`src/hw/rtl/dcf_path_buf.sv`:
```
// ----------------------------------------------------------------------------
// dcf_path_buf
// Walk vertex buffer, one write and one registered read per cycle.
// ----------------------------------------------------------------------------
`default_nettype none

module dcf_path_buf #(
    parameter int N  = 64,
    parameter int AW = 6
) (
    input  wire logic          aclk,
    input  wire logic          wr_en,
    input  wire logic [AW-1:0] wr_addr,
    input  wire logic [AW-1:0] wr_data,
    input  wire logic          rd_en,
    input  wire logic [AW-1:0] rd_addr,
    output logic      [AW-1:0] rd_data
);
    logic [AW-1:0] buf_mem [N];

    always_ff @(posedge aclk) begin
        if (wr_en) buf_mem[wr_addr] <= wr_data;
    end

    always_ff @(posedge aclk) begin
        if (rd_en) rd_data <= buf_mem[rd_addr];
    end

endmodule

`default_nettype wire

```
`config.mk`:
```
export PLATFORM = sky130hd
export DESIGN_NAME = dcf_path_buf
export DESIGN_NICKNAME = d
export VERILOG_FILES = /design/src/hw/rtl/dcf_path_buf.sv
export SDC_FILE = /design/constraint.sdc
export NUM_CORES = 1
export LEC_CHECK = 0
export BUFFER_PORTS_ARGS = -buffer_cell sky130_fd_sc_hd__buf_2
export CORE_MARGIN = 4
export CORE_UTILIZATION = 30
export DETAILED_ROUTE_END_ITERATION = 8
export GPL_TIMING_DRIVEN = 0
export PLACE_DENSITY = 0.45
export SYNTH_ARGS = -nofsm -noshare
export SYNTH_HDL_FRONTEND = slang
export SYNTH_SLANG_ARGS = --single-unit
```
`constraint.sdc`:
```
create_clock -name aclk -period 3.8 [get_ports aclk]
set_input_delay 0 -clock aclk [delete_from_list [all_inputs] [get_ports aclk]]
set_output_delay 0 -clock aclk [all_outputs]
set_load 0.05 [all_outputs]
```
==> results.sh, run 1 <==
export IMPL_grt_ovfl_total=0
export IMPL_start_kind="input port"
export IMPL_dr_max_layer_used="met5"
export IMPL_cts_tree="yes"
export IMPL_io_pin_count=27
export IMPL_drc=0
export IMPL_grt_usage=0.149
export IMPL_ys_types=36
export IMPL_fillers=4736
export IMPL_antenna_left=0
export IMPL_dr_pass1_iters=5
export IMPL_synth_top_cell_by_area="edfxtp_1"
export IMPL_ys_ff_latch=390
export IMPL_cts_sinks=390
export IMPL_syn_avg_cell_area_um2=21.2
export IMPL_cp_required_ns=4.10
export IMPL_yosysWarnings=0
export IMPL_wl_met1_um=18400
export IMPL_die_height_um=234
export IMPL_avgViaCountPerCell=5.05
export IMPL_path_class="input port to flip-flop"
export IMPL_synth_top_area_frac=0.766
export IMPL_synth_ff_type="edfxtp_1"
export IMPL_drv_cap=0
export IMPL_fmax_ghz=0.466
export IMPL_endpoint_kind="flip-flop"
export IMPL_io_buffers=17
export IMPL_antenna_found_initial=2
export IMPL_r2r_cells=5
export IMPL_synth_edff_count=390
export IMPL_layout_drive_gt1_share=0.235
export IMPL_fin_crit_ns=2.15
export IMPL_dp_hpwl_um=25000
export IMPL_async_reset_ff_frac=0
export IMPL_slew_viol_final=0
export IMPL_design_core_area_mm2=0.0503
export IMPL_cts_root_buf="clkbuf_16"
export IMPL_worst_clock_skew_ns=0.0194
export IMPL_whs_path_depth=3
export IMPL_setup_tns_ns=0
export IMPL_diodes=0
export IMPL_area_growth_pct=14.2
export IMPL_postCtsResizedCells=0
export IMPL_via_count=7473
export IMPL_rsz0062_at_grt="false"
export IMPL_start_util=0.304
export IMPL_die_w_um=234
export IMPL_met3RoutedLength_um=2800
export IMPL_grt_pass1_wl_um=57100
export IMPL_final_cells=1480
export IMPL_cts_htree_levels=2
export IMPL_clock_path_buffers=3
export IMPL_drtIter0Drc=727
export IMPL_seq_area_frac_synth=0.766
export IMPL_run_status="completed"
export IMPL_ir_worst_vdd_v=0.000235
export IMPL_period_share=0.565
export IMPL_yosysMostFrequentCell="edfxtp_1"
export IMPL_place_congestion=0.780
export IMPL_grt_max_degree=65
export IMPL_dp_cells=1409
export IMPL_setup_viol=0
export IMPL_clkSlewWorstSetupHoldPaths_ns=0.06
export IMPL_routed_wl_um=40600
export IMPL_syn_inst=720
export IMPL_syn_area_mm2=0.0153
export IMPL_synthTopCellsByArea="edfxtp_1, mux4_2, nor2_1"
export IMPL_powerDensity_mw_per_mm2=521
export IMPL_num_rows=82
export IMPL_wire_per_inst_um=27.4
export IMPL_min_path_type="input port to flip-flop"
export IMPL_grt_pass1_vias=7594
export IMPL_worstPathMaxFanout=10
export IMPL_hold_viol_final=0
export IMPL_leakage_nw=5.30
export IMPL_arrival_ns=2.45
export IMPL_synth_common_cells="edfxtp_1, mux4_2, nor2_1"
export IMPL_wl_met2_um=18700
export IMPL_synthesis_nets=741
export IMPL_cts_buffers=42
export IMPL_num_nets_final=803
export IMPL_clk_latency_ns=0.56
export IMPL_worstMarginPinSlew_ns=1.33
export IMPL_slew_headroom=0.111
export IMPL_dieArea_mm2=0.0546
## flip-flops by register name, summed over array words and instances, names as in the netlist
register  cells
buf_mem     384
rd_data       6
## worst paths after layout
path,startpoint,endpoint,slack [ns]
setup / recovery,rd_addr[1],rd_data[0],1.65
hold / removal,rd_addr[5],rd_data[5],0.08
setup reg to reg,buf_mem[23][1],rd_data[1],1.81
hold reg to reg,buf_mem[37][0],rd_data[0],1.09
## cell families after synthesis
group | count (synthesis) | synth area share
buf+inv | 39 | 0.0165
mux | 117 | 0.155
simple gates | 120 | 0.0366
compound gates | 54 | 0.0259
flops | 390 | 0.766
## routing by layer
| metal | vias to the layer above | global-route usage |
|---|---|---|
| li1 | 3137 | - |
| met1 | 3998 | 0.213 |
| met2 | 276 | 0.230 |
| met3 | 58 | 0.0415 |
| met4 | 4 | 0.0312 |
| met5 | - | 0 |
## per-stage QoR
step	hold slack (ns)	area (um^2)	utilization	total power [mW]	worst slack [ns]
finish	0.0767	17500	0.347	9.09	1.65
detailed placement	0.312	16200	0.322	5.39	1.04
CTS	0.0317	17500	0.347	9.18	1.64
global placement	0.306	16200	0.322	5.39	1.06
global route	0.0450	17500	0.347	9.40	1.58
floorplan	0.0989	15300	-	5.15	2.11
## layout make-up
class	instances	area [um^2]	area share
tap	672	841	0.0482
timing repair buffer	18	95.1	0.00545
multi-input combinational	291	3320	0.190
sequential	390	11700	0.671
buffer	39	251	0.0144
clock inverter	12	106	0.00609
clock buffer	58	1130	0.0649
## placed cells by master (no fill, tap or decap), types with 5 or more instances in the layout
cell type  synthesis  routed
edfxtp_1         390     390
mux4_2            87      87
nor2_1            67      67
clkbuf_16          0      43
clkbuf_1          16      31
buf_2             13      30
mux2i_1           15      15
o22ai_1           12      12
nand3_1           11      11
o221ai_1           9       9
mux2_2             9       9
nand2_1            8       8
nor2b_1            8       8
o22a_1             6       6
o21ai_1            6       6
a21oi_1            6       6
mux4_1             6       6
a211oi_1           6       6
clkinv_1           0       6
buf_6              5       5
nand2b_1           5       5
nor3_1             5       5
## repair_timing
| action | CTS | global route |
|---|---|---|
| endpoints found under the hold margin | 6 | 0 |
| hold buffers | 1 | 0 |
| setup buffers | 0 | 0 |
## power breakdown
part           switching (mW)  total (mW)  leakage, nW  internal, mW
Clock                    1.59        3.79        0.602          2.20
Combinational           0.345       0.512         1.18         0.167
Sequential            0.00689        4.78         3.51          4.78
Total                    1.94        9.09         5.30          7.14
## worst max-delay path, cell delays in order
cell      delay, ns
clkbuf_1       0.35
clkbuf_1       0.82
mux4_2         0.42
a22oi_1        0.24
nand3_1        0.23
a32o_1         0.36
(Power assumes the default switching activity.)
==> inputs of run 2 (changes only) <==
--- a/config.mk
+++ b/config.mk
@@ -10,7 +10,7 @@
 export CORE_UTILIZATION = 30
 export DETAILED_ROUTE_END_ITERATION = 8
 export GPL_TIMING_DRIVEN = 0
-export PLACE_DENSITY = 0.45
+export PLACE_DENSITY = 0.47
 export SYNTH_ARGS = -nofsm -noshare
 export SYNTH_HDL_FRONTEND = slang
 export SYNTH_SLANG_ARGS = --single-unit
==> constraint.sdc (replaced) <==
create_clock -name aclk -period 1.7 [get_ports aclk]
set_input_delay 0 -clock aclk [delete_from_list [all_inputs] [get_ports aclk]]
set_output_delay 0 -clock aclk [all_outputs]
set_load 0.05 [all_outputs]
==> results.sh, run 2 (synthesis results as in run 1) <==
export IMPL_min_path_type="input port to flip-flop"
export IMPL_path_cells="mux4_2, o22a_1, o221ai_2, nor3_2, o22a_1"
export IMPL_design_core_area_mm2=0.0503
export IMPL_cts_htree_levels=2
export IMPL_place_congestion=0.786
export IMPL_dieArea_mm2=0.0546
export IMPL_grt_max_degree=65
export IMPL_diodes=0
export IMPL_slew_headroom=0.103
export IMPL_cts_sinks=390
export IMPL_worstPathMaxFanout=1
export IMPL_io_buffers=17
export IMPL_layout_commonest_cell="edfxtp_1"
export IMPL_path_buf_inv=0
export IMPL_cp_required_ns=1.99
export IMPL_path_class="flip-flop to flip-flop"
export IMPL_die_w_um=234
export IMPL_powerDensity_mw_per_mm2=1160
export IMPL_cellInternalPower_mw=16.2
export IMPL_largest_reg_flops=384
export IMPL_worstMarginPinSlew_ns=1.35
export IMPL_cp_top_family="compound AO/OA/AOI/OAI gates"
export IMPL_clkSlewWorstSetupHoldPaths_ns=0.06
export IMPL_grt_pass1_wl_um=55800
export IMPL_rsz0062_at_grt="true"
export IMPL_worst_slack_ns=-0.195
export IMPL_seq_power_share=0.517
export IMPL_drv_cap=0
export IMPL_setup_tns_ns=-1.02
export IMPL_fin_crit_ns=1.90
export IMPL_hold_viol_final=0
export IMPL_r2r_cells=5
export IMPL_leakage_nw=5.42
export IMPL_grt_ovfl_total=0
export IMPL_avgViaCountPerCell=4.98
export IMPL_largest_register="buf_mem"
export IMPL_routed_wl_um=39400
export IMPL_clock_path_buffers=3
export IMPL_grt_pass1_vias=7647
export IMPL_ir_worst_vdd_v=0.000581
export IMPL_antenna_found_initial=3
export IMPL_worst_clock_skew_ns=0.00860
export IMPL_antenna_left=0
export IMPL_clk_latency_ns=0.55
export IMPL_wire_per_inst_um=26.4
export IMPL_swShare=0.216
export IMPL_num_rows=82
export IMPL_switchingPower_mw=4.46
export IMPL_slowest_stage="mux4_2"
export IMPL_run_status="complete, but fails checks"
export IMPL_grt_usage=0.146
export IMPL_comb_power_share=0.059
export IMPL_period_share=1.11
export IMPL_final_cell_mix="edfxtp_1, mux4_2, nor2_1"
export IMPL_setup_viol=19
export IMPL_drc=0
export IMPL_fmax_ghz=0.528
export IMPL_violations="negative setup slack"
export IMPL_whs_path_depth=3
export IMPL_worst_path_stages=5
export IMPL_endpoint_kind="flip-flop"
export IMPL_cts_tree="yes"
export IMPL_dr_pass1_iters=4
export IMPL_slew_viol_final=0
export IMPL_whs_ns=0.0936
export IMPL_io_pin_count=27
export IMPL_via_count=7426
export IMPL_cts_root_buf="clkbuf_16"
export IMPL_area_growth_pct=16.6
export IMPL_dp_hpwl_um=24800
export IMPL_die_height_um=234
export IMPL_clkPwrFrac=0.424
export IMPL_drtIter0Drc=611
export IMPL_largestRegisters="buf_mem (384), rd_data (6)"
export IMPL_crit_top_cell="o22a_1"
export IMPL_arrival_ns=2.18
export IMPL_cts_buffers=43
export IMPL_layout_drive_gt1_share=0.320
export IMPL_start_kind="flip-flop"
export IMPL_start_util=0.304
export IMPL_num_nets_final=806
export IMPL_slowest_delay_ns=0.51
-- run 2: cell types whose count changed in the layout (fill, tap and decap cells not counted), moves of 6 or more --
| cell | change |
|---|---|
| clkbuf_1 | -9 |
| nor2_2 | +12 |
| o21ai_1 | -6 |
| nor2_1 | -12 |
| buf_4 | +6 |
| clkinv_2 | +6 |
-- run 2: through the flow --
step / power, mW / cell area [um^2] / utilization / worst slack (ns) / std cells
floorplan: 11.5 / 15300 / - / 0.0146 / 720
global placement: 12.0 / 16200 / 0.322 / -1.25 / 1409
detailed placement: 12.0 / 16200 / 0.322 / -1.27 / 1409
CTS: 20.9 / 17700 / 0.352 / -0.205 / 1488
global route: 21.4 / 17800 / 0.355 / -0.234 / 1490
finish: 20.7 / 17800 / 0.355 / -0.195 / 1490
-- run 2: tightest hold or removal path, stage by stage --
cell      delay, ns
buf_2          0.14
a211oi_1       0.08
a32o_2         0.25
-- run 2: worst paths after layout --
path	from	to	slack [ns]
hold reg to reg	buf_mem[38][0]	rd_data[0]	1.00
hold / removal	rd_addr[5]	rd_data[5]	0.09
setup / recovery	buf_mem[23][3]	rd_data[3]	-0.20
setup reg to reg	buf_mem[23][3]	rd_data[3]	-0.20
-- run 2: layout make-up --
type | instances | area [um^2]
Buffer | 39 | 268
Clock buffer | 56 | 1170
Tap cell | 672 | 841
Fill cell | 4714 | 32400
Sequential cell | 390 | 11700
Multi-Input combinational cell | 291 | 3570
Clock inverter | 22 | 155
Timing Repair Buffer | 20 | 110
-- run 2: power groups by stage --
stage	Combinational (mW)	Sequential [mW]	Clock [mW]
2_1_floorplan	0.575	10.9	0
3_3_place_gp	1.14	10.9	0
3_5_place_dp	1.14	10.9	0
4_1_cts	1.19	10.7	9.01
5_1_grt	1.29	10.7	9.42
6_report	1.22	10.7	8.78
-- run 2: metal layers --
layer,share of wire,vias to the layer above,GRT usage,routed length [um]
met2,0.46,209,0.226,18100
met5,0.00074,-,0,29
met3,0.056,57,0.0332,2190
met4,0.022,6,0.0364,860
met1,0.46,3995,0.209,18200
li1,-,3159,-,-
-- run 2: repair_timing --
item                       CTS  global route
pin swaps                    9            10
buffers inserted             0             2
hold buffers                 1             0
resized for setup           43            32
hold endpoints to repair     6             0
setup endpoints to repair   18            72
